===== src/sv/refcounted_handle_table_defines.svh =====
// Assertion macros for the refcounted handle table.
`ifndef REFCOUNTED_HANDLE_TABLE_DEFINES_SVH
`define REFCOUNTED_HANDLE_TABLE_DEFINES_SVH

`ifndef SYNTHESIS

// Same-cycle implication, reset-qualified.
`define RHT_ASSERT_IMPL(name, clk, rstn, ante, cons) \
	name: assert property (@(posedge clk) disable iff (!rstn) (ante) |-> (cons)) \
		else $error("rht: same-cycle implication failed");

// Next-cycle implication, reset-qualified.
`define RHT_ASSERT_NEXT(name, clk, rstn, ante, cons) \
	name: assert property (@(posedge clk) disable iff (!rstn) (ante) |=> (cons)) \
		else $error("rht: next-cycle implication failed");

`else

`define RHT_ASSERT_IMPL(name, clk, rstn, ante, cons)
`define RHT_ASSERT_NEXT(name, clk, rstn, ante, cons)

`endif

`endif


===== src/sv/rht_pkg.sv =====
// Shared constants, codes and structs for the refcounted handle table.
package rht_pkg;

	localparam int TABLE_ENTRIES = 64;
	localparam int SLOT_W        = 6;
	localparam int DEV_W         = 8;
	localparam int OBJ_W         = 16;
	localparam int LINK_W        = 16;
	localparam int REF_W         = 8;
	localparam int STATUS_W      = 3;

	// Only entries a slot number can reach are built.
	localparam int SLOT_REACH = 1 << SLOT_W;
	localparam int NCELL      = (TABLE_ENTRIES < SLOT_REACH) ? TABLE_ENTRIES : SLOT_REACH;
	localparam int CELL_W     = $clog2(NCELL);

	localparam logic [REF_W-1:0] REF_MAX = '1;

	typedef enum logic [1:0] {
		ACT_GET     = 2'd0,
		ACT_RETAIN  = 2'd1,
		ACT_RELEASE = 2'd2,
		ACT_LINKS   = 2'd3
	} action_t;

	typedef enum logic [STATUS_W-1:0] {
		STS_OK        = 3'd0,
		STS_CLAIMED   = 3'd1,
		STS_FULL      = 3'd2,
		STS_SATURATED = 3'd3,
		STS_UNREF     = 3'd4
	} status_t;

	// Search token walking the cell row.
	typedef struct packed {
		logic               vld;
		action_t            act;
		logic [DEV_W-1:0]   dev;
		logic [OBJ_W-1:0]   obj;
		logic [SLOT_W-1:0]  slot;
		logic [LINK_W-1:0]  links;
		logic               hit;      // key match (get) or slot found (others)
		logic [CELL_W-1:0]  hit_idx;
		logic [REF_W-1:0]   refs;     // counters of the hit entry
		logic               valid;
		logic               lz;       // hit entry has zero links
		logic               free;
		logic [CELL_W-1:0]  free_idx;
	} tok_t;

	// Broadcast entry update.
	typedef struct packed {
		logic               en;
		logic [CELL_W-1:0]  idx;
		logic               wr_key;
		logic [DEV_W-1:0]   dev;
		logic [OBJ_W-1:0]   obj;
		logic [REF_W-1:0]   refs;
		logic               wr_valid;
		logic               valid;
		logic               wr_links;
		logic [LINK_W-1:0]  links;
	} wr_t;

	typedef struct packed {
		logic [SLOT_W-1:0]  slot;
		status_t            status;
		logic               fod;
		logic [REF_W-1:0]   refs;
	} rsp_t;

endpackage


===== src/sv/rht_resolve.sv =====
// Turns a finished search token into the entry update and the response.
module rht_resolve (
	input  rht_pkg::tok_t fin,
	output rht_pkg::wr_t  cmt,
	output rht_pkg::rsp_t res
);
	import rht_pkg::*;

	logic             sat;
	logic [REF_W-1:0] refs_inc;

	assign sat      = (fin.refs == REF_MAX);
	assign refs_inc = sat ? REF_MAX : (fin.refs + REF_W'(1));

	always_comb begin
		cmt        = '0;
		cmt.idx    = fin.hit_idx;
		res        = '0;
		res.slot   = fin.slot;
		res.status = STS_OK;
		if (fin.act == ACT_GET) begin
			if (fin.hit) begin
				cmt.en     = 1'b1;
				cmt.refs   = refs_inc;
				res.slot   = SLOT_W'(fin.hit_idx);
				res.status = sat ? STS_SATURATED : STS_OK;
				res.refs   = refs_inc;
			end else if (fin.free) begin
				// claim: fresh key, one reference, not yet loaded
				cmt.en       = 1'b1;
				cmt.idx      = fin.free_idx;
				cmt.wr_key   = 1'b1;
				cmt.dev      = fin.dev;
				cmt.obj      = fin.obj;
				cmt.refs     = REF_W'(1);
				cmt.wr_valid = 1'b1;
				cmt.valid    = 1'b0;
				res.slot     = SLOT_W'(fin.free_idx);
				res.status   = STS_CLAIMED;
				res.refs     = REF_W'(1);
			end else begin
				res.slot   = '0;
				res.status = STS_FULL;
			end
		end else if (!fin.hit) begin
			// slot past the last entry
			res.status = STS_FULL;
		end else begin
			case (fin.act)
				ACT_RETAIN: begin
					cmt.en     = 1'b1;
					cmt.refs   = refs_inc;
					res.status = sat ? STS_SATURATED : STS_OK;
					res.refs   = refs_inc;
				end
				ACT_RELEASE: begin
					if (fin.refs == '0) begin
						res.status = STS_UNREF;
					end else begin
						cmt.en   = 1'b1;
						cmt.refs = fin.refs - REF_W'(1);
						res.refs = fin.refs - REF_W'(1);
						if ((fin.refs == REF_W'(1)) && fin.valid && fin.lz) begin
							res.fod      = 1'b1;
							cmt.wr_valid = 1'b1;
							cmt.valid    = 1'b0;
						end
					end
				end
				ACT_LINKS: begin
					cmt.en       = 1'b1;
					cmt.refs     = fin.refs;
					cmt.wr_links = 1'b1;
					cmt.links    = fin.links;
					cmt.wr_valid = 1'b1;
					cmt.valid    = 1'b1;
					res.refs     = fin.refs;
				end
				default: begin
					res.status = STS_FULL;
				end
			endcase
		end
	end
endmodule


===== config.mk =====
export PLATFORM = sky130hd
export DESIGN_NAME = rht_resolve
export DESIGN_NICKNAME = d
export VERILOG_FILES = /design/src/sv/refcounted_handle_table_defines.svh /design/src/sv/rht_pkg.sv /design/src/sv/rht_resolve.sv
export SDC_FILE = /design/constraint.sdc
export NUM_CORES = 1
export LEC_CHECK = 0
export BUFFER_PORTS_ARGS = -buffer_cell sky130_fd_sc_hd__clkbuf_2
export CORE_MARGIN = 8
export CORE_UTILIZATION = 30
export DETAILED_ROUTE_END_ITERATION = 6
export PLACE_DENSITY = 0.72
export SLEW_MARGIN = 20
export SYNTH_ARGS = -nofsm -noshare
export SYNTH_HDL_FRONTEND = slang
export SYNTH_SLANG_ARGS = --single-unit

===== constraint.sdc =====
create_clock -name vclk -period 2.1
set_input_delay 0.21 -clock vclk [all_inputs]
set_output_delay 0.21 -clock vclk [all_outputs]
set_load 0.05 [all_outputs]

==> results of run 1 <==
final cells by class:
| cell class | count | area (um^2) |
|---|---|---|
| multi-input combinational | 163 | 1070 |
| inverter | 8 | 40.0 |
| tap | 50 | 62.6 |
| timing repair buffer | 162 | 936 |
| fill | 393 | 1810 |
through the flow:
step	worst slack (ps)	area, um^2	power (mW)
CTS	86.7	2100	0.576
detailed placement	85.2	2100	0.575
floorplan	-204	1310	0.408
global placement	117	2100	0.569
global route	-5.09	2110	0.608
finish	101	2110	0.575
cell families after synthesis:
group,synth area share
buf+inv,0.160
compound gates,0.207
fa+ha+maj,0.0421
simple gates,0.558
xor+xnor,0.0147
mux,0.0179
worst max-delay path, delay by kind of cell:
kind	cells	cell delay, ps
compound gates	2	240
simple gates	2	680
buf+inv	2	420
fa+ha+maj	1	230
layer usage:
metal | up-vias | track usage | wire (um)
met5 | - | 0 | 0
met4 | 0 | 0.00926 | 23
met3 | 2 | 0.0237 | 331
met2 | 82 | 0.305 | 3060
met1 | 843 | 0.199 | 2240
li1 | 934 | - | -
power by group through the flow:
stage	registers [mW]	clock network (mW)	logic, mW
after floorplan	0	0	0.408
after global placement	0	0	0.569
after detailed placement	0	0	0.575
after CTS	0	0	0.576
after global routing	0	0	0.608
final	0	0	0.575
placed cells by master, fill, tap and decap left out, types with 2 or more instances in the layout:
cell type    n
nand2_1     38
nand3_1      9
o211ai_1     4
nor2_1       5
o22ai_2      2
clkbuf_4     2
a21o_1       3
nor3_1       6
nand3b_1     2
a22oi_1      3
inv_6        2
inv_1        6
o21ai_0      4
a21oi_1      8
buf_4       12
nand4_1      2
ha_1         3
buf_12       6
or3_1        2
clkbuf_2   142
and2_1      41
nor2b_1      2
path summary, 6_finish.rpt:
check	depth (start not counted)	slack, ps	to
worst max-delay path	7	100	cmt[23]
worst min-delay path	4	810	res[15]
==> results by group, run 1 <==
Placement
  – Port Buffers: 149
  – DP Wirelength: 4900 um
  – Inst Count DP: 383
  – GP Congestion: 0.824

STA
  – Max frequency: 500 MHz
  – Final Critical Period: 2000 ps
  – Total Negative Setup Slacks: 0 ps
  – Endpoints failing setup: 0
  – Worst slew pin tran: 452 ps
  – Worst hold slack: 813 ps
  – RSZ-0062 raised after global routing: yes
  – Max-slew headroom: 0.699
  – Fin crit share: 0.952
  – Fin. max-slew vios: 0
  – Hold violation total from the final report: 0

Die
  – Core box area: 3910 um^2
  – Die Wd: 79.0 um
  – Row count: 23
  – Starting density of the core: 0.304
  – Die area: 6240 um^2
  – Die H: 79.0 um
  – Num ports: 150

Global routing
  – Tot GR Track Use: 0.163
  – Vias in the first global route: 1,784
  – Pin count of the biggest net entering global routing: 28
  – First-pass GRT wire length: 8730 um
  – Grt ovf: 0
  – Initial antenna violation count: 0

Power
  – Cell-internal power: 187 uW
  – Register share of total power: 0
  – Max VDD drop: 0.125 mV
  – Switching Fraction: 0.675
  – Leakage: 1.22 nW
  – Cell Pwr Density: 273 nW/um^2
  – Clock share of power: 0
  – Comb power frac: 1.000
  – Net Switching: 388 uW

Route
  – Avg Vias per Cell: 4.86
  – Antenna Nets Post-Route: 0
  – DR vias: 1,861
  – DR WL/cell: 14.8 um
  – # DRC: 0
  – DR iter-0 viols: 154
  – TritonRoute pass-1 iters: 4
  – Post-Route WL: 5650 um

Layout
  – FF+latch area: 0 um^2
  – Synthesis-to-layout area growth: 77.1%
  – Non-filler cells, final: 383
  – Layout Nets: 412
  – Clk_buf instances: 0
  – Seq cells: 0
  – Share of post-route cells with drive strength above 1: 0.535
  – Ant diodes: 0
  – Utilization after layout: 0.538

Logic synthesis
  – Syn Inst Count: 197
  – Syn_nets: 274
  – Count leader, synth: and2_1
  – Sequential-to-total area share from yosys stat: 0
  – Synth Area per Inst: 6.04 um^2
  – Synth cell count leaders: and2_1, nand2_1, buf_4
  – Area leader, netlist: and2_1
  – Post-Syn Area: 1190 um^2
  – Yosys cell types: 49
  – Share of the synthesized area in the top cell type: 0.216
  – Ys Warns: 0
  – Largest cells by area after synthesis: and2_1, nand2_1, buf_4

Hold path
  – Hold crit path type: primary input to output pin
  – Hold Crit Start: fin[43]

CTS
  – Hold buffers post-CTS: 0
  – Setup Buffers After CTS: 0
  – Post-cts sizing count: 0

Job
  – MaxCap Viol Count: 0

Worst setup path
  – CP required: 1890 ps
  – CP arrival: 1790 ps
  – Crit path from: fin[9]
  – Worst setup SP type: primary input
  – Slowest stage delay, CP: 530 ps
  – Setup crit end kind: output pin
  – Critical path class: primary input to output pin
  – Most used cell, CP: clkbuf_2
  – CP Max Fanout: 5
  – Critical path, cell by cell: clkbuf_2 > ha_1 > nand3_1 > or4b_1 > o211ai_1 > a21boi_4 > clkbuf_2
  – CP max stage cell: or4b_1

Outcome
  – Status: completed
No activity file was read; power rests on OpenSTA's default activity.
==> run 2: changes to the inputs <==
--- a/config.mk
+++ b/config.mk
@@ -6,10 +6,12 @@
 export NUM_CORES = 1
 export LEC_CHECK = 0
 export BUFFER_PORTS_ARGS = -buffer_cell sky130_fd_sc_hd__clkbuf_2
+export CELL_PAD_IN_SITES_DETAIL_PLACEMENT = 1
+export CELL_PAD_IN_SITES_GLOBAL_PLACEMENT = 2
 export CORE_MARGIN = 8
-export CORE_UTILIZATION = 30
+export CORE_UTILIZATION = 14
 export DETAILED_ROUTE_END_ITERATION = 6
-export PLACE_DENSITY = 0.72
+export PLACE_DENSITY = 0.81
 export SLEW_MARGIN = 20
 export SYNTH_ARGS = -nofsm -noshare
 export SYNTH_HDL_FRONTEND = slang
==> run 2 against run 1 <==
  * Utilization fell by 21 points
  * Sequential share of layout area stayed put
  * Final area rose by 29%
  * Sequential cell count unchanged
  * Combinational power up 18%
  * Largest cell class is now buffers
  * Largest power group unchanged
==> results by group, run 2 (synthesis gave the netlist of run 1 again) <==
Job
  – MaxCap Viol Count: 0

Route
  – # DRC: 0
  – TritonRoute pass-1 iters: 4
  – Antenna Nets Post-Route: 0
  – DR WL/cell: 16.3 um
  – DR vias: 1,918
  – Avg Vias per Cell: 4.36
  – DR iter-0 viols: 48
  – Post-Route WL: 7160 um

Global routing
  – Initial antenna violation count: 0
  – Pin count of the biggest net entering global routing: 32
  – Grt ovf: 0
  – Tot GR Track Use: 0.113
  – First-pass GRT wire length: 10,900 um
  – Vias in the first global route: 2,080

Layout
  – Ant diodes: 0
  – Share of post-route cells with drive strength above 1: 0.543
  – FF+latch area: 0 um^2
  – Leading cell type in the layout, fill and taps excluded: clkbuf_2
  – Synthesis-to-layout area growth: 129%
  – Clk_buf instances: 0
  – Utilization after layout: 0.332
  – Commonest cells after routing, fill and taps aside: clkbuf_2, and2_1, buf_12
  – Design Area, Final: 2720 um^2
  – Seq cells: 0
  – Filler cells: 999
  – Non-filler cells, final: 440
  – Layout Nets: 414

STA
  – Max-slew headroom: 0.698
  – Fin. max-slew vios: 0
  – Max frequency: 498 MHz
  – Final worst setup slack: 93.7 ps
  – Worst hold slack: 789 ps
  – Total Negative Setup Slacks: 0 ps
  – Hold violation total from the final report: 0
  – Final Critical Period: 2010 ps
  – Fin crit share: 0.955
  – RSZ-0062 raised after global routing: yes
  – Endpoints failing setup: 0
  – Worst slew pin tran: 448 ps

Placement
  – Area after DPL: 2710 um^2
  – DP Wirelength: 6400 um
  – GP Congestion: 0.802
  – Inst Count DP: 439
  – Port Buffers: 149
  – Dpl ws: -7.76 ps

Power
  – Net Switching: 412 uW
  – Register share of total power: 0
  – Total power draw: 676 uW
  – Clock share of power: 0
  – Max VDD drop: 0.116 mV
  – Cell-internal power: 264 uW
  – Leakage: 1.38 nW
  – Comb power frac: 1.000
  – Cell Pwr Density: 248 nW/um^2
  – Switching Fraction: 0.610

Worst setup path
  – CP required: 1890 ps
  – Crit path from: fin[9]
  – Setup crit end kind: output pin
  – Worst setup SP type: primary input
  – CP Max Fanout: 5
  – CP endpoint: res[4]
  – Critical path class: primary input to output pin
  – CP arrival: 1800 ps

Die
  – Starting density of the core: 0.145
  – Die area: 11,700 um^2
  – Die Wd: 108 um
  – Die H: 108 um
  – Num ports: 150
  – Row count: 33
  – Core box area: 8220 um^2

Hold path
  – Hold crit path type: primary input to output pin

Outcome
  – Status: completed

CTS
  – Hold buffers post-CTS: 0
## run 2: cell types whose count changed in the layout (fill, tap and decap cells not counted), sizes merged
| cell | change |
|---|---|
| buf | +39 |
| clkbuf | -37 |
## run 2: cell type report
class | instances | area (um^2) | area share
timing repair buffer | 164 | 1470 | 0.541
multi-input combinational | 163 | 1080 | 0.396
tap | 105 | 131 | 0.0482
inverter | 8 | 40.0 | 0.0147
## run 2: what timing repair did
item,CTS,global route
buffers inserted,0,1
gates resized for setup,0,3
pin swaps,1,1
endpoints found under the setup margin,2,8
## run 2: per-layer routing
layer	vias up	global-route usage	wire length (um)
met5	-	0	0
met4	0	0.00396	31
met3	2	0.0303	541
met2	70	0.216	3870
met1	909	0.126	2710
li1	937	-	-
## run 2: worst min path at each step
stage	startpoint	end	slack, ps	cells past startpoint
floorplan	fin[24]	cmt[0]	700	1
global placement	fin[69]	cmt[50]	780	3
detailed placement	fin[51]	cmt[32]	790	3
CTS	fin[51]	cmt[32]	790	3
global route	fin[61]	cmt[42]	800	3
finish	fin[51]	cmt[32]	790	3
## run 2: critical path: stages
cell and delay (ps):
clkbuf_2 180, ha_1 240, nand3_2 150, or4b_1 520, o211ai_1 170, a21boi_4 80, clkbuf_2 240
## run 2: power groups by stage
stage | sequential, mW | combinational, mW | clock (mW)
2_1_floorplan | 0 | 0.408 | 0
3_3_place_gp | 0 | 0.670 | 0
3_5_place_dp | 0 | 0.680 | 0
4_1_cts | 0 | 0.682 | 0
5_1_grt | 0 | 0.714 | 0
6_report | 0 | 0.676 | 0
==> run 3: changes to the inputs <==
--- a/config.mk
+++ b/config.mk
@@ -5,12 +5,13 @@
 export SDC_FILE = /design/constraint.sdc
 export NUM_CORES = 1
 export LEC_CHECK = 0
-export BUFFER_PORTS_ARGS = -buffer_cell sky130_fd_sc_hd__clkbuf_2
+export ABC_AREA = 1
 export CELL_PAD_IN_SITES_DETAIL_PLACEMENT = 1
 export CELL_PAD_IN_SITES_GLOBAL_PLACEMENT = 2
 export CORE_MARGIN = 8
-export CORE_UTILIZATION = 14
+export CORE_UTILIZATION = 26
 export DETAILED_ROUTE_END_ITERATION = 6
+export DONT_BUFFER_PORTS = 1
 export PLACE_DENSITY = 0.81
 export SLEW_MARGIN = 20
 export SYNTH_ARGS = -nofsm -noshare
==> run 3 against run 2 <==
  * Critical path depth grew 3
  * Non-clock buffer count shrank 95
  * Synthesized area is 14% higher
  * Final area fell by 24%
  * Die area is 34% lower
  * Global-route usage rose by 3.6 points
  * Worst setup slack improved by 300 ps
  * Largest power group unchanged
  * Highest routed layer unchanged
==> results by group, run 3 <==
CTS
  – Hold buffers post-CTS: 0
  – Post-cts sizing count: 0
  – Setup Buffers After CTS: 0

Die
  – Row count: 26
  – Core box area: 5070 um^2
  – Starting density of the core: 0.266
  – Die Wd: 88.1 um
  – Die area: 7760 um^2
  – Die H: 88.1 um
  – Num ports: 150

STA
  – Final worst setup slack: 392 ps
  – Max frequency: 586 MHz
  – Worst hold slack: 651 ps
  – Endpoints failing setup: 0
  – Fin. max-slew vios: 0
  – RSZ-0062 raised after global routing: no
  – Hold violation total from the final report: 0
  – Max-slew headroom: 0.666
  – Final Critical Period: 1710 ps
  – Fin crit share: 0.813
  – Worst slew pin tran: 500 ps
  – Total Negative Setup Slacks: 0 ps

Logic synthesis
  – Largest cells by area after synthesis: nand2_1, nor2_1, inv_1
  – Syn_nets: 369
  – Synth Area per Inst: 4.63 um^2
  – Syn Inst Count: 292
  – Count leader, synth: nand2_1
  – Post-Syn Area: 1350 um^2
  – Share of the synthesized area in the top cell type: 0.272
  – Synth cell count leaders: nand2_1, nor2_1, inv_1
  – Area leader, netlist: nand2_1
  – Ys Warns: 0
  – Yosys cell types: 24
  – Sequential-to-total area share from yosys stat: 0

Placement
  – Inst Count DP: 413
  – Dpl ws: 390 ps
  – Area after DPL: 2060 um^2
  – GP Congestion: 0.832
  – Port Buffers: 0
  – DP Wirelength: 5790 um

Layout
  – Layout Nets: 422
  – Clk_buf instances: 0
  – Seq cells: 0
  – Leading cell type in the layout, fill and taps excluded: nand2_1
  – Non-filler cells, final: 413
  – Commonest cells after routing, fill and taps aside: nand2_1, nor2_1, inv_1
  – Filler cells: 728
  – Ant diodes: 0
  – FF+latch area: 0 um^2
  – Design Area, Final: 2060 um^2
  – Synthesis-to-layout area growth: 52.4%
  – Share of post-route cells with drive strength above 1: 0.254
  – Multi-input logic area: 1010 um^2

Route
  – Post-Route WL: 6540 um
  – Avg Vias per Cell: 4.68
  – # DRC: 0
  – DR iter-0 viols: 33
  – DR vias: 1,931
  – Antenna Nets Post-Route: 0
  – DR WL/cell: 15.8 um
  – TritonRoute pass-1 iters: 4

Global routing
  – Initial antenna violation count: 0
  – Grt ovf: 0
  – Tot GR Track Use: 0.149
  – Pin count of the biggest net entering global routing: 26
  – Vias in the first global route: 1,897
  – First-pass GRT wire length: 9490 um

Power
  – Leakage: 1.20 nW
  – Max VDD drop: 0.118 mV
  – Cell Pwr Density: 270 nW/um^2

Hold path
  – Min-Delay Endpoint: cmt[32]
  – Hold Crit Start: fin[51]
  – Hold depth: 3
  – Hold crit path type: primary input to output pin

Job
  – MaxCap Viol Count: 0

Worst setup path
  – CP required: 1890 ps
  – Critical path class: primary input to output pin
  – Worst setup SP type: primary input
  – Setup crit end kind: output pin
  – CP Max Fanout: 7
  – CP arrival: 1500 ps

Outcome
  – Status: completed
## run 3: changes by cell type in the layout (fill, tap and decap cells not counted), sizes merged, moves of 3 or more
cell,before,now
a21o,3,0
a21oi,9,1
a22oi,3,0
and2,41,0
buf,57,69
clkbuf,107,0
inv,8,57
nand2,38,98
nand3,9,17
nor2,5,63
nor2b,3,0
nor3,6,3
o21ai,4,14
## run 3: how the worst max path moves through the flow
stage / slack [ps] / startpoint / cells after the start / end
after floorplan: 120 / fin[9] / 6 / res[11]
after global placement: 430 / fin[9] / 10 / cmt[19]
after detailed placement: 390 / fin[9] / 10 / cmt[19]
after CTS: 390 / fin[9] / 10 / cmt[19]
after global routing: 220 / fin[9] / 10 / cmt[19]
final: 390 / fin[9] / 10 / cmt[19]
## run 3: where the power goes
part / internal, mW / total [mW] / switching (mW)
clock: 0 / 0 / 0
sequential: 0 / 0 / 0
combinational: 0.171 / 0.557 / 0.386
## run 3: cells by family after synthesis
family,synth area share
simple gates,0.585
buf+inv,0.258
compound gates,0.100
fa+ha+maj,0.0370
xor+xnor,0.0194
## run 3: through the flow
stage	util	power, mW
2_1_floorplan	-	0.404
3_3_place_gp	0.406	0.554
3_5_place_dp	0.406	0.562
4_1_cts	0.406	0.563
5_1_grt	0.406	0.592
6_report	0.406	0.557
## run 3: per-layer routing
layer | share of wire | global-route usage | wire (um) | up-vias
met3 | 0.10 | 0.0356 | 665 | 4
li1 | - | - | - | 968
met5 | 0 | 0 | 0 | -
met1 | 0.36 | 0.153 | 2350 | 879
met4 | 0.0061 | 0.0138 | 40 | 0
met2 | 0.53 | 0.300 | 3480 | 80
## run 3: cell type report
| class | instances | share of cell area |
|---|---|---|
| Multi-Input combinational cell | 217 | 0.490 |
| Timing Repair Buffer | 69 | 0.361 |
| Inverter | 57 | 0.106 |
| Tap cell | 70 | 0.0425 |
## run 3: worst max-delay path, cell delays in order
cell and delay [ps]:
ha_1 140, nand2_1 110, nor2_1 140, nand2_1 200, nand2_1 140, nand2_1 60, nand3_1 90, nand2_1 50
nand2_1 50, buf_4 290
