## src/sv/refcounted_handle_table_defines.svh

```systemverilog
// Assertion macros for the refcounted handle table.
`ifndef REFCOUNTED_HANDLE_TABLE_DEFINES_SVH
`define REFCOUNTED_HANDLE_TABLE_DEFINES_SVH

`ifndef SYNTHESIS

// Same-cycle implication, reset-qualified.
`define RHT_ASSERT_IMPL(name, clk, rstn, ante, cons) \
	name: assert property (@(posedge clk) disable iff (!rstn) (ante) |-> (cons)) \
		else $error("rht: same-cycle implication failed");

// Next-cycle implication, reset-qualified.
`define RHT_ASSERT_NEXT(name, clk, rstn, ante, cons) \
	name: assert property (@(posedge clk) disable iff (!rstn) (ante) |=> (cons)) \
		else $error("rht: next-cycle implication failed");

`else

`define RHT_ASSERT_IMPL(name, clk, rstn, ante, cons)
`define RHT_ASSERT_NEXT(name, clk, rstn, ante, cons)

`endif

`endif

```

## src/sv/rht_pkg.sv

```systemverilog
// Shared constants, codes and structs for the refcounted handle table.
package rht_pkg;

	localparam int TABLE_ENTRIES = 64;
	localparam int SLOT_W        = 6;
	localparam int DEV_W         = 8;
	localparam int OBJ_W         = 16;
	localparam int LINK_W        = 16;
	localparam int REF_W         = 8;
	localparam int STATUS_W      = 3;

	// Only entries a slot number can reach are built.
	localparam int SLOT_REACH = 1 << SLOT_W;
	localparam int NCELL      = (TABLE_ENTRIES < SLOT_REACH) ? TABLE_ENTRIES : SLOT_REACH;
	localparam int CELL_W     = $clog2(NCELL);

	localparam logic [REF_W-1:0] REF_MAX = '1;

	typedef enum logic [1:0] {
		ACT_GET     = 2'd0,
		ACT_RETAIN  = 2'd1,
		ACT_RELEASE = 2'd2,
		ACT_LINKS   = 2'd3
	} action_t;

	typedef enum logic [STATUS_W-1:0] {
		STS_OK        = 3'd0,
		STS_CLAIMED   = 3'd1,
		STS_FULL      = 3'd2,
		STS_SATURATED = 3'd3,
		STS_UNREF     = 3'd4
	} status_t;

	// Search token walking the cell row.
	typedef struct packed {
		logic               vld;
		action_t            act;
		logic [DEV_W-1:0]   dev;
		logic [OBJ_W-1:0]   obj;
		logic [SLOT_W-1:0]  slot;
		logic [LINK_W-1:0]  links;
		logic               hit;      // key match (get) or slot found (others)
		logic [CELL_W-1:0]  hit_idx;
		logic [REF_W-1:0]   refs;     // counters of the hit entry
		logic               valid;
		logic               lz;       // hit entry has zero links
		logic               free;
		logic [CELL_W-1:0]  free_idx;
	} tok_t;

	// Broadcast entry update.
	typedef struct packed {
		logic               en;
		logic [CELL_W-1:0]  idx;
		logic               wr_key;
		logic [DEV_W-1:0]   dev;
		logic [OBJ_W-1:0]   obj;
		logic [REF_W-1:0]   refs;
		logic               wr_valid;
		logic               valid;
		logic               wr_links;
		logic [LINK_W-1:0]  links;
	} wr_t;

	typedef struct packed {
		logic [SLOT_W-1:0]  slot;
		status_t            status;
		logic               fod;
		logic [REF_W-1:0]   refs;
	} rsp_t;

endpackage

```

## src/sv/rht_cell.sv

```systemverilog
// One table entry plus its stage of the search token row.
module rht_cell (
	input  logic                        clk,
	input  logic                        arst_n,
	input  logic [rht_pkg::CELL_W-1:0]  idx,
	input  rht_pkg::tok_t               tok_in,
	output rht_pkg::tok_t               tok_out,
	input  rht_pkg::wr_t                cmt
);
	import rht_pkg::*;

	logic [DEV_W-1:0]  dev_q;
	logic [OBJ_W-1:0]  obj_q;
	logic [REF_W-1:0]  refs_q;
	logic              valid_q;
	logic [LINK_W-1:0] links_q;
	tok_t              tok_q;
	tok_t              tok_nx;
	logic              live;
	logic              key_eq;
	logic              slot_eq;

	assign live    = (refs_q != '0);
	assign key_eq  = (dev_q == tok_in.dev) && (obj_q == tok_in.obj);
	assign slot_eq = (tok_in.slot == SLOT_W'(idx));

	always_comb begin
		tok_nx = tok_in;
		if (tok_in.act == ACT_GET) begin
			if (!tok_in.hit && live && key_eq) begin
				tok_nx.hit     = 1'b1;
				tok_nx.hit_idx = idx;
				tok_nx.refs    = refs_q;
			end
			if (!tok_in.free && !live) begin
				tok_nx.free     = 1'b1;
				tok_nx.free_idx = idx;
			end
		end else if (slot_eq) begin
			tok_nx.hit     = 1'b1;
			tok_nx.hit_idx = idx;
			tok_nx.refs    = refs_q;
			tok_nx.valid   = valid_q;
			tok_nx.lz      = (links_q == '0);
		end
	end

	always_ff @(posedge clk or negedge arst_n) begin
		if (!arst_n) begin
			dev_q   <= '0;
			obj_q   <= '0;
			refs_q  <= '0;
			valid_q <= 1'b0;
			links_q <= '0;
			tok_q   <= '0;
		end else begin
			tok_q <= tok_nx;
			if (cmt.en && (cmt.idx == idx)) begin
				refs_q <= cmt.refs;
				if (cmt.wr_key) begin
					dev_q <= cmt.dev;
					obj_q <= cmt.obj;
				end
				if (cmt.wr_valid) begin
					valid_q <= cmt.valid;
				end
				if (cmt.wr_links) begin
					links_q <= cmt.links;
				end
			end
		end
	end

	assign tok_out = tok_q;
endmodule

```

## config.mk

```make
export PLATFORM = sky130hd
export DESIGN_NAME = rht_cell
export DESIGN_NICKNAME = d
export VERILOG_FILES = /design/src/sv/refcounted_handle_table_defines.svh /design/src/sv/rht_pkg.sv /design/src/sv/rht_cell.sv
export SDC_FILE = /design/constraint.sdc
export NUM_CORES = 1
export LEC_CHECK = 0
export BUFFER_PORTS_ARGS = -buffer_cell sky130_fd_sc_hd__buf_2
export CAP_MARGIN = 20
export CORE_AREA = 5 5 130 132
export CTS_CLUSTER_DIAMETER = 40
export DETAILED_ROUTE_END_ITERATION = 12
export DIE_AREA = 0 0 135 137
export GPL_TIMING_DRIVEN = 0
export PLACE_DENSITY = 0.56
export SLEW_MARGIN = 20
export SYNTH_ARGS = -nofsm -noshare
export SYNTH_HDL_FRONTEND = slang
export SYNTH_SLANG_ARGS = --single-unit
```

## constraint.sdc

```tcl
create_clock -name clk -period 3.6 [get_ports clk]
set_input_delay 0.36 -clock clk [delete_from_list [all_inputs] [get_ports clk]]
set_output_delay 0.36 -clock clk [all_outputs]
set_load 0.01 [all_outputs]
```

==> metrics.yaml, run 1 <==
ant_nets: 0
h-tree-depth: 4
final_nets: 640
power.total_mw: 3.751
final_cell_area_mm2: 0.006564
maxSlewViolCount: 0
place_hpwl_um: 9152
cts_setup_buffers: 0
place_inst: 696
place_congestion: 0.7379
cts_made_buffers: 17
synth_seq_cells: 122
fillers: 1463
core_area_mm2: 0.01560
ioPinCount: 213
drive_gt1_share_pct: 64.33
grt_pass1_vias: 3379
tritoncts: "yes"
drcViolationCount: 0
synth_seq_area_share_pct: 66.85
synth_top_area_share_pct: 66.85
rsz0062_at_grt: "false"
grt_pass1_wl_um: 18240
worstSetupPathType: "flip-flop to flip-flop"
outcome: "finished clean"
startpoint_type: "flip-flop"
clockRootBuffer: "clkbuf_16"
portBuffers: 212
placed_area_mm2: 0.005932
insertion_delay_ns: 0.41
maxSlewHeadroom_pct: 67.77
clk_pin_slew_worst_paths_ns: 0.06
setup_violations: 0
syn_area_per_cell_um2: 17.10
cp.required_ns: 3.88
synthArstFlopShare_pct: 100.0
max_freq_mhz: 442.1
die_h_um: 137
finalHoldViolCount: 0
drv_cap: 0
grt_max_degree: 77
synth.most_common_cell: "dfrtp_1"
drtPass1Iterations: 4
dp_slack_ns: 1.191
synth_cells: 267
synth_cell_types: 21
crit_fanout: 10
skew_ns: 0.01593
syn-num-nets: 407
ctsLongestPathBuffers: 2
p_per_area_mw_per_mm2: 571.5
post-route-worst-setup-slack_ns: 1.338
ir_drop_uv: 315.8
synth_warnings: 0
arrival_ns: 2.54
die_area_mm2: 0.01850
antenna_found_initial: 2
vias: 2951
end_kind: "flip-flop"
cts.sinks: 122
vias_per_cell: 4.042
worstMarginPinSlew_ns: 0.4791
ys_top_cells_by_count: "dfrtp_1, mux2_2, xor2_1, mux2_4, nor4_1"
grt_overflow: 0
synth_area_leaders: "dfrtp_1, mux2_2, mux2_4"
area_growth_pct: 43.73
period_minus_slack_ns: 2.262
layout.cells.non_filler: 730
leakagePower_nw: 3.313
drt_iter0_drc: 68
cts_resized: 0
grt_usage_pct: 12.99
cts-hold-fix-buffers: 1
yosysTopAreaCell: "dfrtp_1"
fin_setup_tns_ns: 0
finalCritPeriodShare_pct: 62.83
synth-edff-count: 0
start_util_pct: 29.28
avgRoutedWirePerCell_um: 16.13
floorplan.rows: 46
synth_flop_cell: "dfrtp_1"
wirelength_um: 11780
min_path_type: "input port to flip-flop"
die_width_um: 135
syn_area_mm2: 0.004567
==> worst paths after layout <==
path,start,endpoint,slack [ns],cells past startpoint
worst min register to register,links_q[5],links_q[5],0.51,1
worst min-delay path,tok_in[36],tok_out[36],0.05,1
max in group asynchronous,arst_n,tok_out[3],2.42,3
min in group asynchronous,arst_n,tok_out[66],0.45,2
worst max-delay path,obj_q[4],tok_out[19],1.34,6
worst max register to register,obj_q[4],tok_out[19],1.34,6
==> final cells by class <==
cell class | count | area [um2] | share of cell area, %
sequential | 122 | 3053 | 46.51
antenna | 1 | 2.502 | 0.03812
timing repair buffer | 214 | 1105 | 16.83
multi-input combinational | 137 | 1405 | 21.41
clock buffer | 19 | 452.9 | 6.900
clock inverter | 13 | 166.4 | 2.535
tap | 216 | 270.3 | 4.117
buffer | 8 | 108.9 | 1.658
==> power breakdown <==
| part | switching (mW) | internal (mW) |
|---|---|---|
| Combinational | 0.185 | 0.237 |
| Clock | 0.628 | 1.13 |
| Sequential | 0.0694 | 1.50 |
==> cell families (layout without fill, tap and decap cells) <==
group	Yosys count	after routing	synth area share, %
other	0	1	0
AND/OR/NAND/NOR	28	28	3.973
XOR/XNOR	36	36	6.904
AO/OA/AOI/OAI	3	3	0.4931
flip-flops	122	122	66.85
buffers and inverters	8	254	2.383
multiplexers	70	70	19.40
==> through the flow <==
step	utilization [%]	hold slack, ns
finish	42.08	0.05473
global route	42.08	0.03014
CTS	42.07	0.02990
detailed placement	38.03	0.3186
global placement	37.81	0.4693
floorplan	-	0.06441
==> placed cells by master (no fill, tap or decap), drive strengths merged <==
cell / n
a31o: 1
and2: 2
buf: 221
bufinv: 3
clkbuf: 19
clkinv: 5
clkinvlp: 3
dfrtp: 122
diode: 1
dlygate4sd3: 1
inv: 2
mux2: 70
nand2: 3
nand4: 5
nor2: 1
nor3: 1
nor4: 14
o21ai: 2
or2: 1
or4: 1
xnor2: 6
xor2: 30
==> layer usage <==
| layer | up-vias | share of wire (%) | GRT usage, % |
|---|---|---|---|
| li1 | 1402 | - | - |
| met4 | 2 | 1.5 | 5.375 |
| met2 | 109 | 51 | 21.51 |
| met3 | 13 | 7.0 | 4.632 |
| met1 | 1425 | 40 | 15.43 |
| met5 | - | 0.11 | 0 |
==> sequential cells by signal, indices dropped and copies added (netlist names) <==
register and count:
dev_q 8, links_q 16, obj_q 16, refs_q 8
tok_out 73, valid_q 1
==> critical path, cell delays in order (launching register included) <==
cell     delay (ns)
dfrtp_1        0.40
xor2_1         0.15
nor4_1         0.46
nand4_1        0.18
o21ai_2        0.37
buf_6          0.22
mux2_2         0.35
Power figures use the tool's default switching activity.
==> run 2, diff against run 1 <==
--- a/config.mk
+++ b/config.mk
@@ -12,7 +12,7 @@
 export DETAILED_ROUTE_END_ITERATION = 12
 export DIE_AREA = 0 0 135 137
 export GPL_TIMING_DRIVEN = 0
-export PLACE_DENSITY = 0.56
+export PLACE_DENSITY = 0.58
 export SLEW_MARGIN = 20
 export SYNTH_ARGS = -nofsm -noshare
 export SYNTH_HDL_FRONTEND = slang
==> constraint.sdc (replaced) <==
create_clock -name clk -period 1.9 [get_ports clk]
set_input_delay 0.19 -clock clk [delete_from_list [all_inputs] [get_ports clk]]
set_output_delay 0.19 -clock clk [all_outputs]
set_load 0.01 [all_outputs]
==> run 2 against run 1 <==
Against the previous run: the run now ends with setup timing left; routed wire length grew 12%; total power grew 95%; first-iteration DRC count grew 5.9%; die area is the same; clock power grew 87%; sequential share of layout area shrank 7.0 points; non-clock buffer count grew 113; register-to-register slack lost 1.4 ns; sequential power grew 90%; final area grew 18%.
==> metrics.yaml, run 2 (synthesized netlist as in run 1, its figures left out) <==
multi_input_area_mm2: 0.001456  # +3.7%
finalCritPeriodShare_pct: 103.7  # +41 points
drive_gt1_share_pct: 53.51  # -11 points
grt_overflow: 0  # unchanged
wl_met1_um: 5142  # +7.8%
place_hpwl_um: 9175  # +0.25%
vias: 3493  # +18%
grt_pass1_wl_um: 20470  # +12%
crit_fanout: 10  # unchanged
cp_slowest_stage_delay_ns: 0.39  # -0.07 ns
rrSetupSlack_ns: -0.07  # -1.41 ns
finalHoldViolCount: 0  # unchanged
vias_per_cell: 4.144  # +2.5%
min_from: "cmt[3]"
drt_iter0_drc: 72  # +5.9%
die_h_um: 137  # unchanged
drcViolationCount: 0  # unchanged
start_util_pct: 29.28  # unchanged
rsz0062_at_grt: "true"
maxSlewViolCount: 0  # unchanged
ioPinCount: 213  # unchanged
worstMarginPinSlew_ns: 0.5708  # +0.09169 ns
worstSetupPathType: "flip-flop to flip-flop"
period_minus_slack_ns: 1.970  # -0.2921 ns
avgRoutedWirePerCell_um: 15.58  # -3.4%
final_nets: 753  # +18%
violations: "setup timing"
grt_max_degree: 65  # -16%
min_path_type: "input port to flip-flop"
ant_nets: 0  # unchanged
r2r_end: "tok_out[17]"
startpoint_type: "flip-flop"
ctsLongestPathBuffers: 2  # unchanged
grt_pass1_vias: 3985  # +18%
die_area_mm2: 0.01850  # unchanged
p_per_area_mw_per_mm2: 946.7  # +66%
largest_register_ffs: 73  # unchanged
end_kind: "flip-flop"
slowest_stage: "dfrtp_1"
drtPass1Iterations: 4  # unchanged
antenna_found_initial: 2  # unchanged
cts.sinks: 122  # unchanged
clk_pin_slew_worst_paths_ns: 0.05  # about the same
min_path_cells: 2  # +1
area_growth_pct: 69.18
die_width_um: 135  # unchanged
cp_cell_sequence: "xor2_1 > nor4_2 > nand4_1 > o21ai_4 > buf_6 > mux2_2"
cts_made_buffers: 17  # unchanged
grt_usage_pct: 14.68  # +1.7 points
cp.required_ns: 2.20  # -1.68 ns
place_inst: 696  # unchanged
reg2regPathDepth: 6  # unchanged
wirelength_um: 13140  # +12%
met3_length_um: 861  # +4.7%
skew_ns: 0.005371  # -0.01056 ns
hold_end: "links_q[3]"
core_area_mm2: 0.01560  # unchanged
arrival_ns: 2.27  # -0.27 ns
h-tree-depth: 4  # unchanged
drv_cap: 0  # unchanged
regArea_mm2: 0.003053  # unchanged
layout_common_cells: "buf_2, dfrtp_1, dlygate4sd3_1"
route.met2.wl_um: 6823  # +14%
top_layer_used: "met5"
layout.cells.non_filler: 843  # +15%
ir_drop_uv: 584.1  # +85%
tritoncts: "yes"
maxSlewHeadroom_pct: 61.95  # -5.8 points
leakagePower_nw: 3.786  # +14%
portBuffers: 212  # unchanged
fin_util_pct: 49.53  # +7.5 points
clockRootBuffer: "clkbuf_16"
post-route-worst-setup-slack_ns: -0.06979  # -1.408 ns
fillers: 1366  # -6.6%
floorplan.rows: 46  # unchanged
mostFrequentLayoutCell: "buf_2"
setup_violations: 14  # +14
power.total_mw: 7.314  # +95%
max_freq_mhz: 507.7  # +15%
reg2reg_from: "dev_q[1]"
insertion_delay_ns: 0.42  # about the same
place_congestion: 0.7833  # +6.2%
outcome: "finished, violations left"
## run 2: worst max path at each step
stage / startpoint / to / slack [ns] / cells after the start
after detailed placement: obj_q[1] / tok_out[17] / -0.47 / 6
after global routing: dev_q[1] / tok_out[11] / -0.16 / 6
after CTS: dev_q[1] / tok_out[17] / -0.13 / 6
final: dev_q[1] / tok_out[17] / -0.07 / 6
after floorplan: obj_q[8] / tok_out[17] / 0.11 / 6
after global placement: arst_n / tok_out[3] / -0.91 / 1
## run 2: critical path, delay by kind of cell (launching register included)
family | cells | cell delay, ns
AO/OA/AOI/OAI | 1 | 0.22
XOR/XNOR | 1 | 0.15
buffers and inverters | 1 | 0.18
flip-flops | 1 | 0.39
multiplexers | 1 | 0.35
AND/OR/NAND/NOR | 2 | 0.57
## run 2: what timing repair did
action / 4_1_cts / 5_1_grt
gates cloned: 0 / 0
gates resized for setup: 7 / 1
endpoints found under the setup margin: 21 / 20
hold endpoints to repair: 169 / 1
pin swaps: 2 / 3
buffers inserted: 1 / 1
hold buffers: 112 / 1
## run 2: cell type report
cell class / instances / share of cell area, %
Antenna cell: 1 / 0.03239
Buffer: 7 / 1.263
Clock buffer: 21 / 5.960
Clock inverter: 11 / 1.879
Multi-Input combinational cell: 137 / 18.85
Sequential cell: 122 / 39.51
Tap cell: 216 / 3.498
Timing Repair Buffer: 328 / 29.00
## run 2: per-layer routing
layer / GRT usage, % / vias to the layer above
met3: 5.772 / 26
met2: 25.15 / 119
li1: - / 1627
met5: 0 / -
met1: 16.45 / 1719
met4: 5.879 / 2
## run 2: power by group
| part | switching [mW] | internal (mW) |
|---|---|---|
| combinational | 0.401 | 0.628 |
| sequential | 0.142 | 2.85 |
| clock | 1.17 | 2.13 |
## run 2: per-stage QoR
step | setup TNS, ns | instance area [um2] | hold slack (ns) | worst slack, ns
6_report | -0.8707 | 7726 | 0.01660 | -0.06979
2_1_floorplan | 0 | 4567 | -0.1056 | 0.1096
5_1_grt | -2.112 | 7726 | 0.006806 | -0.1621
3_3_place_gp | -119.00 | 5898 | 0.2996 | -0.9108
3_5_place_dp | -11.09 | 5932 | 0.2115 | -0.4667
4_1_cts | -1.728 | 7714 | 0.00008776 | -0.1330
==> run 3, diff against run 2 <==
--- a/config.mk
+++ b/config.mk
@@ -7,12 +7,12 @@
 export LEC_CHECK = 0
 export BUFFER_PORTS_ARGS = -buffer_cell sky130_fd_sc_hd__buf_2
 export CAP_MARGIN = 20
-export CORE_AREA = 5 5 130 132
+export CORE_AREA = 5 5 113 115
 export CTS_CLUSTER_DIAMETER = 40
 export DETAILED_ROUTE_END_ITERATION = 12
-export DIE_AREA = 0 0 135 137
+export DIE_AREA = 0 0 118 120
 export GPL_TIMING_DRIVEN = 0
-export PLACE_DENSITY = 0.58
+export PLACE_DENSITY = 0.73
 export SLEW_MARGIN = 20
 export SYNTH_ARGS = -nofsm -noshare
 export SYNTH_HDL_FRONTEND = slang
==> run 3 against run 2 <==
Against the previous run: the flow still finishes with violations (setup timing); critical endpoint is now tok_out[18]; combinational power is 9% lower; global-route usage up 2.8 points; critical path type unchanged; count of clock-buffer cells in the layout down 1; core utilization rose by 11 points; clock power decreased by 2%; setup slack improved by 0.039 ns; flip-flop and latch count unchanged; worst hold slack better by 0.0017 ns; non-clock buffer count fell by 55.
==> metrics.yaml, run 3 (synthesized netlist as in run 1, its figures left out) <==
rsz0062_at_grt: "true"
area_growth_pct: 55.15
drtPass1Iterations: 4  # unchanged
die_area_mm2: 0.01416  # -23%
tritoncts: "yes"
startpoint_type: "flip-flop"
holdWs_ns: 0.01828  # +0.001683 ns
avgRoutedWirePerCell_um: 16.68  # +7.1%
fillers: 920  # -33%
violations: "setup timing"
vias_per_cell: 4.579  # +11%
die_h_um: 120  # -12%
r2r_end: "tok_out[18]"
multi_input_area_mm2: 0.001460  # +0.26%
die_width_um: 118  # -13%
skew_ns: 0.006156  # +0.0007844 ns
clk_pin_slew_worst_paths_ns: 0.06  # about the same
portBuffers: 212  # unchanged
ir_drop_uv: 709.5  # +21%
core_area_mm2: 0.01171  # -25%
ant_nets: 0  # unchanged
ctsLongestPathBuffers: 2  # unchanged
cts_made_buffers: 17  # unchanged
fin_util_pct: 60.50  # +11 points
worstSetupPathType: "flip-flop to flip-flop"
grt_max_degree: 66  # +1.5%
crit_fanout: 10  # unchanged
start_util_pct: 39.00  # +9.7 points
vias: 3288  # -5.9%
critical_path.startpoint: "obj_q[7]"
min_path_type: "input port to flip-flop"
end_kind: "flip-flop"
place_congestion: 0.7707  # -1.6%
grt_overflow: 0  # unchanged
p_per_area_mw_per_mm2: 1008  # +6.5%
maxSlewHeadroom_pct: 64.13  # +2.2 points
reg2regPathDepth: 6  # unchanged
clockRootBuffer: "clkbuf_16"
arrival_ns: 2.21  # -0.06 ns
outcome: "finished, violations left"
insertion_delay_ns: 0.40  # -0.02 ns
place_hpwl_um: 8496  # -7.4%
drive_gt1_share_pct: 58.67  # +5.2 points
floorplan.rows: 40  # -13%
finalCritPeriodShare_pct: 101.6  # -2.1 points
cp.required_ns: 2.18  # -0.02 ns
power.total_mw: 7.143  # -2.3%
maxSlewViolCount: 0  # unchanged
layout_common_cells: "buf_2, dfrtp_1, dlygate4sd3_1"
diodes: 0  # -1
max_freq_mhz: 518.0  # +2.0%
drcViolationCount: 0  # unchanged
largest_register_ffs: 73  # unchanged
rrSetupSlack_ns: -0.03  # +0.04 ns
setup_violations: 12  # -2
grt_pass1_vias: 3878  # -2.7%
grt_pass1_wl_um: 19670  # -3.9%
slowest_stage: "dfrtp_1"
leakagePower_nw: 3.557  # -6.1%
drt_iter0_drc: 140  # +94%
worstSetupEndpoint: "tok_out[18]"
worstMarginPinSlew_ns: 0.5381  # -0.03264 ns
regArea_mm2: 0.003053  # unchanged
cp_slowest_stage_delay_ns: 0.39  # about the same
reg2reg_from: "obj_q[7]"
mostFrequentLayoutCell: "buf_2"
wirelength_um: 11980  # -8.8%
grt_usage_pct: 17.52  # +2.8 points
finalHoldViolCount: 0  # unchanged
h-tree-depth: 4  # unchanged
final_nets: 698  # -7.3%
antenna_found_initial: 0  # -2
period_minus_slack_ns: 1.931  # -0.03911 ns
drv_cap: 0  # unchanged
min_path_cells: 2  # unchanged
ioPinCount: 213  # unchanged
cp_cell_sequence: "xor2_1 > nor4_2 > nand4_1 > o21ai_4 > buf_8 > mux2_2"
cts.sinks: 122  # unchanged
post-route-worst-setup-slack_ns: -0.03068  # +0.03911 ns
## run 3: report_power, final
part           internal, mW  leakage (nW)  total (mW)  switching, mW
registers              2.85          1.51        2.99          0.145
clock network          2.09         0.282        3.22           1.13
logic                 0.556          1.76       0.934          0.378
## run 3: final cells by class
cell class                      instances  area share, %
Timing Repair Buffer                  272          23.72
Buffer                                  8          1.589
Multi-Input combinational cell        137          20.61
Sequential cell                       122          43.09
Clock buffer                           20          6.304
Tap cell                              147          2.596
Clock inverter                         12          2.101
## run 3: through the flow
stage               setup slack [ns]  TNS, ns  cells  instance area, um2
detailed placement           -0.3131   -6.266    627                5846
CTS                          -0.1089   -1.412    716                7046
finish                      -0.03068  -0.2080    718                7086
global route                 -0.1728   -2.258    718                7086
floorplan                     0.1096        0    267                4567
global placement             -0.7662   -97.19    626                5812
## run 3: worst min-delay path by stage
stage	from	to	slack, ns
global placement	tok_in[34]	tok_out[34]	0.30
floorplan	arst_n	dev_q[0]	-0.11
detailed placement	arst_n	tok_out[62]	0.20
finish	cmt[1]	links_q[1]	0.02
CTS	cmt[35]	obj_q[8]	0.0002
global route	cmt[37]	obj_q[10]	0.002
## run 3: repair_timing
| item | CTS | global route |
|---|---|---|
| buffers inserted | 1 | 1 |
| pin swaps | 3 | 2 |
| hold buffers | 56 | 1 |
| endpoints found under the setup margin | 21 | 20 |
| gates resized for setup | 6 | 4 |
| endpoints found under the hold margin | 112 | 1 |
## run 3: worst max-delay path, delay by kind of cell, from the launching register on
kind | cells | cell delay (ns)
compound gates | 1 | 0.22
xor+xnor | 1 | 0.16
buf+inv | 1 | 0.17
flops | 1 | 0.39
mux | 1 | 0.35
simple gates | 2 | 0.52
## run 3: per-layer routing
layer / track usage, % / wire, um / vias up
met1: 19.96 / 4570 / 1635
met5: 0 / 0 / -
li1: - / - / 1512
met4: 6.810 / 213 / 0
met3: 6.032 / 834 / 18
met2: 30.30 / 6358 / 123
